===== config.mk =====
export PLATFORM = sky130hd
export DESIGN_NAME = spq_cell
export DESIGN_NICKNAME = d
export VERILOG_FILES = /design/src/hw/rtl/spq_pkg.sv /design/src/hw/rtl/spq_cell.sv
export SDC_FILE = /design/constraint.sdc
export NUM_CORES = 1
export LEC_CHECK = 0
export BUFFER_PORTS_ARGS = -buffer_cell sky130_fd_sc_hd__buf_4
export CAP_MARGIN = 10
export CORE_UTILIZATION = 25
export DETAILED_ROUTE_END_ITERATION = 8
export GPL_ROUTABILITY_DRIVEN = 0
export GPL_TIMING_DRIVEN = 1
export PLACE_DENSITY_LB_ADDON = 0.08
export SKIP_LAST_GASP = 1
export SYNTH_ARGS = -nofsm -noshare
export SYNTH_HDL_FRONTEND = slang
export SYNTH_SLANG_ARGS = --single-unit

===== constraint.sdc =====
create_clock -name clk -period 4.1 [get_ports clk]
set_clock_uncertainty 0.1 [all_clocks]
set_input_delay 0.205 -clock clk [delete_from_list [all_inputs] [get_ports clk]]
set_output_delay 0.205 -clock clk [all_outputs]
set_load 0.1 [all_outputs]

===== src/hw/rtl/spq_pkg.sv =====
// Shared types, constants and helpers for the sorted-array priority queue.
`default_nettype none

package spq_pkg;

  // Default number of slots in the cell chain.
  localparam int CAPACITY_DEF = 128;

  // Field widths of the channels.
  localparam int ID_W     = 16;
  localparam int PRIO_W   = 4;
  localparam int ACTION_W = 2;
  localparam int POS_W    = 7;
  localparam int STATUS_W = 2;
  localparam int OCC_W    = 8;

  // Legal priority range; a lower value is more urgent.
  localparam logic [PRIO_W-1:0] PRIO_MIN = 4'd1;
  localparam logic [PRIO_W-1:0] PRIO_MAX = 4'd10;

  // Slot identifiers are gathered for an update in groups of this many cells.
  localparam int SEL_GROUP = 32;

  // Operation codes of the input channel.
  typedef enum logic [ACTION_W-1:0] {
    ACT_INSERT = 2'd0,
    ACT_POP    = 2'd1,
    ACT_UPDATE = 2'd2,
    ACT_NONE   = 2'd3
  } action_t;

  // Result status codes.
  typedef enum logic [STATUS_W-1:0] {
    ST_OK    = 2'd0,
    ST_FULL  = 2'd1,
    ST_EMPTY = 2'd2,
    ST_RANGE = 2'd3
  } status_t;

  // Command that all cells of the chain see in one cycle.
  typedef enum logic [1:0] {
    CELL_HOLD,
    CELL_INSERT,
    CELL_REMOVE
  } cell_op_t;

  // Controller states.
  typedef enum logic {
    S_IDLE,
    S_REINSERT
  } state_t;

  // One stored entry.
  typedef struct packed {
    logic [ID_W-1:0]   id;
    logic [PRIO_W-1:0] prio;
  } entry_t;

  // Broadcast command to the cell chain.
  typedef struct packed {
    cell_op_t op;
    logic     tie_before;
    entry_t   entry;
  } cell_cmd_t;

  // Bring a requested priority into the legal range.
  function automatic logic [PRIO_W-1:0] clamp_prio(input logic [PRIO_W-1:0] p);
    logic [PRIO_W-1:0] r;
    r = p;
    if (p < PRIO_MIN) begin
      r = PRIO_MIN;
    end else if (p > PRIO_MAX) begin
      r = PRIO_MAX;
    end
    return r;
  endfunction

endpackage

`default_nettype wire


===== src/hw/rtl/spq_cell.sv =====
// One slot of the sorted chain: holds an entry and trades it with its neighbors.
`default_nettype none

module spq_cell #(
  parameter int CAPACITY = spq_pkg::CAPACITY_DEF,
  parameter int IDX      = 0
) (
  input  wire                                      clk,
  input  wire spq_pkg::cell_cmd_t                  cmd_i,
  input  wire [((($clog2(CAPACITY+1)) > spq_pkg::OCC_W) ?
                ($clog2(CAPACITY+1)) : spq_pkg::OCC_W)-1:0] count_i,
  input  wire [((($clog2(CAPACITY+1)) > spq_pkg::OCC_W) ?
                ($clog2(CAPACITY+1)) : spq_pkg::OCC_W)-1:0] pos_i,
  input  wire spq_pkg::entry_t                     left_i,
  input  wire                                      left_gt_i,
  input  wire spq_pkg::entry_t                     right_i,
  output spq_pkg::entry_t                          entry_o,
  output logic                                     gt_o,
  output logic [spq_pkg::ID_W-1:0]                 sel_id_o
);

  localparam int CW = $clog2(CAPACITY + 1);
  localparam int XW = (CW > spq_pkg::OCC_W) ? CW : spq_pkg::OCC_W;
  localparam logic [XW-1:0] MY_IDX = XW'(IDX);

  spq_pkg::entry_t entry_r;
  spq_pkg::entry_t entry_nxt;
  logic            occ;
  logic            tie;

  // The slot holds a live entry when it lies below the fill count.
  assign occ = (MY_IDX < count_i);
  // Entries that stood right of an updated slot also give way to equal values.
  assign tie = cmd_i.tie_before && (MY_IDX >= pos_i);

  // This slot must move right when the new entry belongs in front of it.
  always_comb begin
    if (tie) begin
      gt_o = occ && (entry_r.prio >= cmd_i.entry.prio);
    end else begin
      gt_o = occ && (entry_r.prio > cmd_i.entry.prio);
    end
  end

  // Next slot content from the broadcast command and the neighbors.
  always_comb begin
    entry_nxt = entry_r;
    case (cmd_i.op)
      spq_pkg::CELL_INSERT: begin
        if (left_gt_i) begin
          entry_nxt = left_i;
        end else if (!occ || gt_o) begin
          entry_nxt = cmd_i.entry;
        end
      end
      spq_pkg::CELL_REMOVE: begin
        if (MY_IDX >= pos_i) begin
          entry_nxt = right_i;
        end
      end
      default: begin
        entry_nxt = entry_r;
      end
    endcase
  end

  always_ff @(posedge clk) begin
    entry_r <= entry_nxt;
  end

  assign entry_o  = entry_r;
  // Only the addressed slot puts its identifier on the gather lines.
  assign sel_id_o = (MY_IDX == pos_i) ? entry_r.id : '0;

endmodule

`default_nettype wire


==> results.cfg, run 1 <==
[clock_network]
cts_resized = 0
clk_path_buf_depth = 2
cts_buffers = 3
clk_latency_ps = 250
cts_tree = done
hold_buffers = 0
clkSinkCount = 20
clockRootBuffer = clkbuf_8
clk_pin_slew_ps = 70
htreeDepth = 1
cts_setup_buffers = 0

[layout]
fill_cells = 521
layout.cells.non_filler = 313
largest_reg_flops = 20
layout_common_cells = buf_4 (118), nand2_1 (21), mux2i_1 (20), o21ai_0 (20), edfxtp_1 (20)
drive_gt1_frac = 0.519
final_common_cell = buf_4
antenna_cells = 0
fin_nets = 330
final_core_util = 0.452
area_growth_syn_to_layout_pct = 74.3

[yosys]
ys_seq_elements = 20
synth_area_sq_um = 1330
synth_fp_nets = 215
ys_types = 22
avgSynthCellArea_sq_um = 10.2
ys_warn_count = 0
syn_inst = 130
seq_area_frac_synth = 0.453

[placed_design]
dp_hpwl_mm = 3.24
dp_slack_ps = 1420
placed_cells = 310
io_buffers = 117

[routing]
wire_per_inst_microns = 13.1
first_iter_violations = 24
dr.pass1.iters = 4
drc = 0
dr_total_vias = 1388
wl_mm = 4.09
ant_nets = 0
vias_per_cell = 4.43

[power]
p_sw_mw = 0.247
combPwrFrac = 0.415
power_frac_seq = 0.391
p_int_mw = 0.406
swShare = 0.378
p_leak_nw = 1.14
power_per_cell_area_nw_per_um2 = 283
irDropWorstVdd_v = 0.000115
clockPowerShare = 0.194

[floorplan]
row_count = 26
fp.dieW_microns = 74.8
start_util = 0.259
core-area_sq_um = 5110
boundaryPins = 118
die_area_sq_um = 5600
die_y_microns = 74.8

[hold_path]
holdPathStages = 3
hp-class = primary input to register
worstHoldStart = right_i[12]

[sta]
drv_slew = 0
fmax_mhz = 427
min_period_ps = 2340
hold_viol = 0
setup_violations = 0
fin_crit_sh = 0.571
max_slew_margin = 0.450
holdWs_ps = 122
worst_slew_pin_slew_ps = 823
rsz0062_at_grt = no
fin_tns_setup_ps = 0
finalWorstSetupSlack_ps = 1760

[critical_path]
critPathLaunchType = primary input
end_kind = register
worstRegToRegCells = 5
arrival_ps = 2130
critPathRequiredTime_ps = 3890
path_class = primary input to register
r2r_start = entry_o[3]
crit_fanout = 20
startpoint = pos_i[5]

[global_route]
grt_first_pass_wirelength_mm = 5.86
first_global_vias = 1294
grt_max_degree = 42
antenna_found_initial = 0
gr-total-overflow = 0
grtUsageTotal = 0.140

[job]
maxCapViolCount = 0

[run_status]
outcome = complete, no violations
## final timing paths
kind              slack, ps     endpoint
hold reg to reg        1590   entry_o[1]
setup reg to reg       1770  entry_o[14]
setup / recovery       1760  entry_o[14]
hold / removal          120  entry_o[12]
## kinds of logic after synthesis
group / after synthesis / share of synthesized area
compound gates: 28 / 0.121
mux: 20 / 0.151
fa+ha+maj: 4 / 0.0378
flops: 20 / 0.453
buf+inv: 12 / 0.0359
simple gates: 46 / 0.201
## cell type report
class	instances	area (sq um)	share of cell area
multi-input cells	98	679	0.294
clock buffers	3	41.3	0.0179
inverters	4	15.0	0.00650
well taps	70	87.6	0.0379
repair buffers	118	886	0.384
flip-flops and latches	20	601	0.260
## cells in the mapped netlist, drive strengths merged
master / number / area, sq um
a21oi: 3 / 18.8
a2bb2oi: 1 / 8.76
a311o: 1 / 10.0
a31o: 1 / 8.76
a31oi: 1 / 6.26
and2: 1 / 7.51
and3: 16 / 100
buf: 2 / 10.0
clkbuf: 6 / 22.5
edfxtp: 20 / 601
ha: 4 / 50.1
inv: 4 / 15.0
mux2i: 20 / 200
nand2: 21 / 78.8
nand2b: 1 / 6.26
nand4: 1 / 6.26
nor2b: 2 / 12.5
nor4: 4 / 55.1
o211ai: 1 / 7.51
o21ai: 20 / 100
## layer usage
| layer | global-route usage | share of wire | up-vias |
|---|---|---|---|
| li1 | - | - | 709 |
| met1 | 0.155 | 0.38 | 619 |
| met2 | 0.274 | 0.55 | 56 |
| met3 | 0.0174 | 0.058 | 4 |
| met4 | 0.0440 | 0.011 | 0 |
| met5 | 0 | 0 | - |
## critical path: stages
cell and delay (ps):
buf_4 120, nor4_4 680, a31oi_1 210, a311o_1 300
nand2_1 610
## through the flow
step | instance area [sq um] | total power [mW]
CTS | 2310 | 0.659
finish | 2310 | 0.653
global route | 2310 | 0.684
floorplan | 1330 | 0.432
global placement | 2270 | 0.532
detailed placement | 2270 | 0.534
## power groups by stage
| stage | clock network (mW) | registers, mW | logic, mW |
|---|---|---|---|
| floorplan | 0 | 0.364 | 0.0689 |
| global placement | 0 | 0.259 | 0.273 |
| detailed placement | 0 | 0.260 | 0.274 |
| CTS | 0.129 | 0.256 | 0.274 |
| global route | 0.138 | 0.257 | 0.289 |
| finish | 0.127 | 0.255 | 0.271 |
No activity file was read; power rests on OpenSTA's default activity.
==> inputs of run 2 (changes only) <==
==> constraint.sdc (replaced) <==
create_clock -name clk -period 2.3 [get_ports clk]
set_clock_uncertainty 0.1 [all_clocks]
set_input_delay 0.115 -clock clk [delete_from_list [all_inputs] [get_ports clk]]
set_output_delay 0.115 -clock clk [all_outputs]
set_load 0.1 [all_outputs]
==> run 2 against run 1 <==
Wire length shrank 1.5%. Clock-buffer cell count is the same. Setup slack lost 1500 ps. Via count grew 1.4%. Global-route usage shrank 0.73 points. Design area grew 3.1%. Total power grew 80%. Combinational power grew 83%. Critical endpoint is now gt_o. Clock power grew 78%.
==> results.cfg, run 2 (synthesized netlist as in run 1, its figures left out) <==
[layout]
area_growth_syn_to_layout_pct = 79.8
final_core_util = 0.466
fin_nets = 336
antenna_cells = 0
largest_reg_flops = 20
drive_gt1_frac = 0.538
final_common_cell = buf_4
layout_common_cells = buf_4 (124), mux2i_1 (20), nand2_1 (20), o21ai_0 (20), edfxtp_1 (20)
design_area_sq_um = 2380

[hold_path]
worstHoldStart = right_i[13]
holdPathStages = 3
hp-class = primary input to register
min_to = entry_o[13]

[clock_network]
clkSinkCount = 20
clockRootBuffer = clkbuf_8
cts_resized = 0
clk_pin_slew_ps = 70
cts_setup_buffers = 0
htreeDepth = 1
hold_buffers = 0
cts_tree = done
clk_path_buf_depth = 2
clk_latency_ps = 250
cts_buffers = 3

[critical_path]
r2r_start = entry_o[1]
crit_fanout = 2
crit_path_top_delay_cell = edfxtp_1
rr_endpoint = entry_o[4]
critPathRequiredTime_ps = 2090
critPathLaunchType = register
worstRegToRegCells = 5
arrival_ps = 1850
r2r_slack_ps = 340
path_class = register to output port
critPathMaxStageDelay_ps = 390
end_kind = output port
cp_cell_sequence = ha_1, nor2b_1, o211ai_1, a31o_1, a21oi_4, buf_4

[power]
power_frac_seq = 0.386
p_leak_nw = 1.18
combPwrFrac = 0.422
swShare = 0.378
power_per_cell_area_nw_per_um2 = 493
clockPowerShare = 0.192
p_int_mw = 0.731
p_sw_mw = 0.444
irDropWorstVdd_v = 0.000189

[sta]
finalWorstSetupSlack_ps = 235
min_period_ps = 2060
drv_slew = 0
hold_viol = 0
holdWs_ps = 32.4
max_slew_margin = 0.611
rsz0062_at_grt = no
worst_slew_pin_slew_ps = 579
fmax_mhz = 484
fin_crit_sh = 0.898
setup_violations = 0

[placed_design]
dpl_cell_area_sq_um = 2340
dp_hpwl_mm = 3.21
io_buffers = 117
dp_slack_ps = 331

[global_route]
gr-total-overflow = 0
grt_first_pass_wirelength_mm = 5.58
grt_max_degree = 22
first_global_vias = 1198
grtUsageTotal = 0.133
antenna_found_initial = 0

[floorplan]
fp.dieW_microns = 74.8
core-area_sq_um = 5110
boundaryPins = 118
row_count = 26
die_area_sq_um = 5600
start_util = 0.259
die_y_microns = 74.8

[routing]
first_iter_violations = 34
wire_per_inst_microns = 12.6
ant_nets = 0
dr.pass1.iters = 4
dr_total_vias = 1408
vias_per_cell = 4.41
wl_mm = 4.03
drc = 0

[job]
maxCapViolCount = 0

[run_status]
outcome = complete, no violations
## run 2: cell types whose count changed in the layout (fill, tap and decap cells not counted)
cell	change
a21oi_2	-1
a21oi_4	+1
buf_4	+6
ha_1	-1
ha_4	+1
nand2_1	-1
nand2_4	+1
## run 2: how the worst max path moves through the flow
| stage | to | start |
|---|---|---|
| floorplan | gt_o | entry_o[2] |
| global placement | entry_o[15] | entry_o[1] |
| detailed placement | entry_o[18] | entry_o[1] |
| CTS | gt_o | entry_o[1] |
| global route | gt_o | entry_o[1] |
| finish | gt_o | entry_o[1] |
## run 2: critical path, delay by kind of cell (launching register included)
| kind | cells | cell delay (ps) |
|---|---|---|
| AOI/OAI and AO/OA | 3 | 490 |
| DFF | 1 | 390 |
| adders and majority gates | 1 | 300 |
| buffers and inverters | 1 | 300 |
| and+or+nand+nor | 1 | 130 |
## run 2: power groups by stage
stage	Clock (mW)	Sequential, mW	Combinational, mW
4_1_cts	0.233	0.454	0.500
3_5_place_dp	0	0.462	0.500
3_3_place_gp	0	0.460	0.497
2_1_floorplan	0	0.648	0.130
6_report	0.226	0.453	0.495
5_1_grt	0.243	0.458	0.523
## run 2: area by class of cell
class / count / area [sq um]
repair buffers: 124 / 931
multi-input cells: 98 / 707
fillers: 521 / 2730
well taps: 70 / 87.6
clock buffers: 3 / 41.3
flip-flops and latches: 20 / 601
inverters: 4 / 15.0
## run 2: through the flow
stage / TNS (ps) / total power [mW] / cells
2_1_floorplan: -2380 / 0.778 / 130
4_1_cts: 0 / 1.19 / 319
3_5_place_dp: 0 / 0.961 / 316
5_1_grt: 0 / 1.22 / 319
3_3_place_gp: 0 / 0.958 / 316
6_report: 0 / 1.17 / 319
## run 2: metal layers
metal | vias to the layer above | global-route usage | share of wire
met2 | 53 | 0.243 | 0.53
met5 | - | 0 | 0
met1 | 631 | 0.155 | 0.39
met4 | 0 | 0.0440 | 0.0087
li1 | 722 | - | -
met3 | 2 | 0.0254 | 0.076
==> inputs of run 3 (changes only) <==
--- a/config.mk
+++ b/config.mk
@@ -7,6 +7,8 @@
 export LEC_CHECK = 0
 export BUFFER_PORTS_ARGS = -buffer_cell sky130_fd_sc_hd__buf_4
 export CAP_MARGIN = 10
+export CELL_PAD_IN_SITES_DETAIL_PLACEMENT = 0
+export CELL_PAD_IN_SITES_GLOBAL_PLACEMENT = 1
 export CORE_UTILIZATION = 25
 export DETAILED_ROUTE_END_ITERATION = 8
 export GPL_ROUTABILITY_DRIVEN = 0
==> run 3 against run 2 <==
Fmax shrank 2.4%. Sequential share of layout area rose by 0.16 points. First-iteration DRC count increased by 32%. Critical path depth stayed put. Final cell count is 0.63% lower. Global-route usage is 0.74 points higher. Sequential power is essentially flat. Critical path type unchanged.
==> results.cfg, run 3 (synthesized netlist as in run 1, its figures left out) <==
[critical_path]
arrival_ps = 1900
end_kind = output port
critPathRequiredTime_ps = 2090
critPathMaxStageDelay_ps = 420
cp_cell_sequence = ha_1, nor2b_1, o211ai_1, a31o_1, a21oi_4, buf_4
critPathTopFamily = compound AO/OA/AOI/OAI gates
critPathLaunchType = register
path_buf_inv = 1
crit_path_top_delay_cell = edfxtp_1
crit_fanout = 2
path_class = register to output port

[global_route]
grt-busiest-layer = met2
gr-total-overflow = 0
grtUsageMet2 = 0.252
met1_usage = 0.162
grtUsageTotal = 0.140
grt_max_degree = 41
met3_usage = 0.0308
grt_first_pass_wirelength_mm = 5.81
antenna_found_initial = 0
first_global_vias = 1252

[routing]
dr.pass1.iters = 4
drc = 0
ant_nets = 0
vias_per_cell = 4.48
first_iter_violations = 45
wire_per_inst_microns = 12.5
wl_mm = 3.97
dr_total_vias = 1419

[floorplan]
core-area_sq_um = 5110
start_util = 0.259
row_count = 26
die_area_sq_um = 5600
boundaryPins = 118
die_y_microns = 74.8
fp.dieW_microns = 74.8

[clock_network]
htreeDepth = 1
cts_tree = done
cts_buffers = 3
hold_buffers = 0
clk_path_buf_depth = 2
clk_pin_slew_ps = 70
clkSinkCount = 20
cts_resized = 0
cts_setup_buffers = 0
clockRootBuffer = clkbuf_8
clk_latency_ps = 250

[layout]
multi_input_comb_area_sq_um = 707
antenna_cells = 0
drive_gt1_frac = 0.534
final_core_util = 0.463
largest_reg_flops = 20
layout.cells.non_filler = 317
fill_cells = 526
layout_common_cells = buf_4 (122), mux2i_1 (20), nand2_1 (20), o21ai_0 (20), edfxtp_1 (20)
final_common_cell = buf_4
regArea_sq_um = 601
area_growth_syn_to_layout_pct = 78.7
fin_nets = 334

[sta]
rsz0062_at_grt = no
hold_viol = 0
max_slew_margin = 0.750
fin_crit_sh = 0.920
min_period_ps = 2120
setup_violations = 0
worst_slew_pin_slew_ps = 375
drv_slew = 0
fin_tns_setup_ps = 0
fmax_mhz = 473

[run_status]
outcome = complete, no violations

[power]
combPwrFrac = 0.421
clockPowerShare = 0.193
p_sw_mw = 0.443
swShare = 0.378
power_per_cell_area_nw_per_um2 = 495
p_int_mw = 0.730
p_leak_nw = 1.17
power_frac_seq = 0.386
irDropWorstVdd_v = 0.000197

[placed_design]
io_buffers = 117
dp_hpwl_mm = 3.09
placed_cells = 314

[job]
maxCapViolCount = 0

[hold_path]
hp-class = primary input to register
-- run 3: cell count changes in the layout (fill, tap and decap cells not counted) --
| cell | previous run | this run |
|---|---|---|
| buf_4 | 124 | 122 |
-- run 3: per-layer routing --
layer / share of wire / wire length [microns]
met5: 0 / 0
met2: 0.52 / 2060
met3: 0.071 / 282
met1: 0.40 / 1570
met4: 0.014 / 57
-- run 3: layout make-up --
cell class,count,share of cell area
timing repair buffer,122,0.387
clock buffer,3,0.0174
tap,70,0.0370
inverter,4,0.00634
multi-input combinational,98,0.299
sequential,20,0.254
-- run 3: path summary, 6_finish.rpt --
kind | start | to | slack [ps] | cells after the start
setup / recovery | entry_o[1] | gt_o | 180 | 6
hold / removal | right_i[15] | entry_o[15] | 30 | 3
setup reg to reg | entry_o[1] | entry_o[11] | 290 | 5
hold reg to reg | entry_o[3] | entry_o[0] | 1230 | 4
-- run 3: worst register-to-register path, stage by stage (launching register included) --
cell	delay [ps]
edfxtp_1	420
ha_1	320
nor2b_1	140
o211ai_1	110
a311o_1	360
nand2_4	240
-- run 3: power by group through the flow --
| stage | clock [mW] | sequential (mW) | combinational (mW) |
|---|---|---|---|
| 3_5_place_dp | 0 | 0.462 | 0.499 |
| 5_1_grt | 0.256 | 0.457 | 0.525 |
| 6_report | 0.226 | 0.453 | 0.493 |
| 2_1_floorplan | 0 | 0.648 | 0.130 |
| 3_3_place_gp | 0 | 0.460 | 0.497 |
| 4_1_cts | 0.236 | 0.454 | 0.499 |
-- run 3: through the flow --
stage               instance area [sq um]  power, mW  hold WS (ps)  setup slack, ps
detailed placement                   2330      0.961           294              289
global placement                     2330      0.957           289              364
global route                         2370       1.24          39.7             46.9
floorplan                            1350      0.778           202             -165
CTS                                  2370       1.19          29.1              166
finish                               2370       1.17          31.2              184
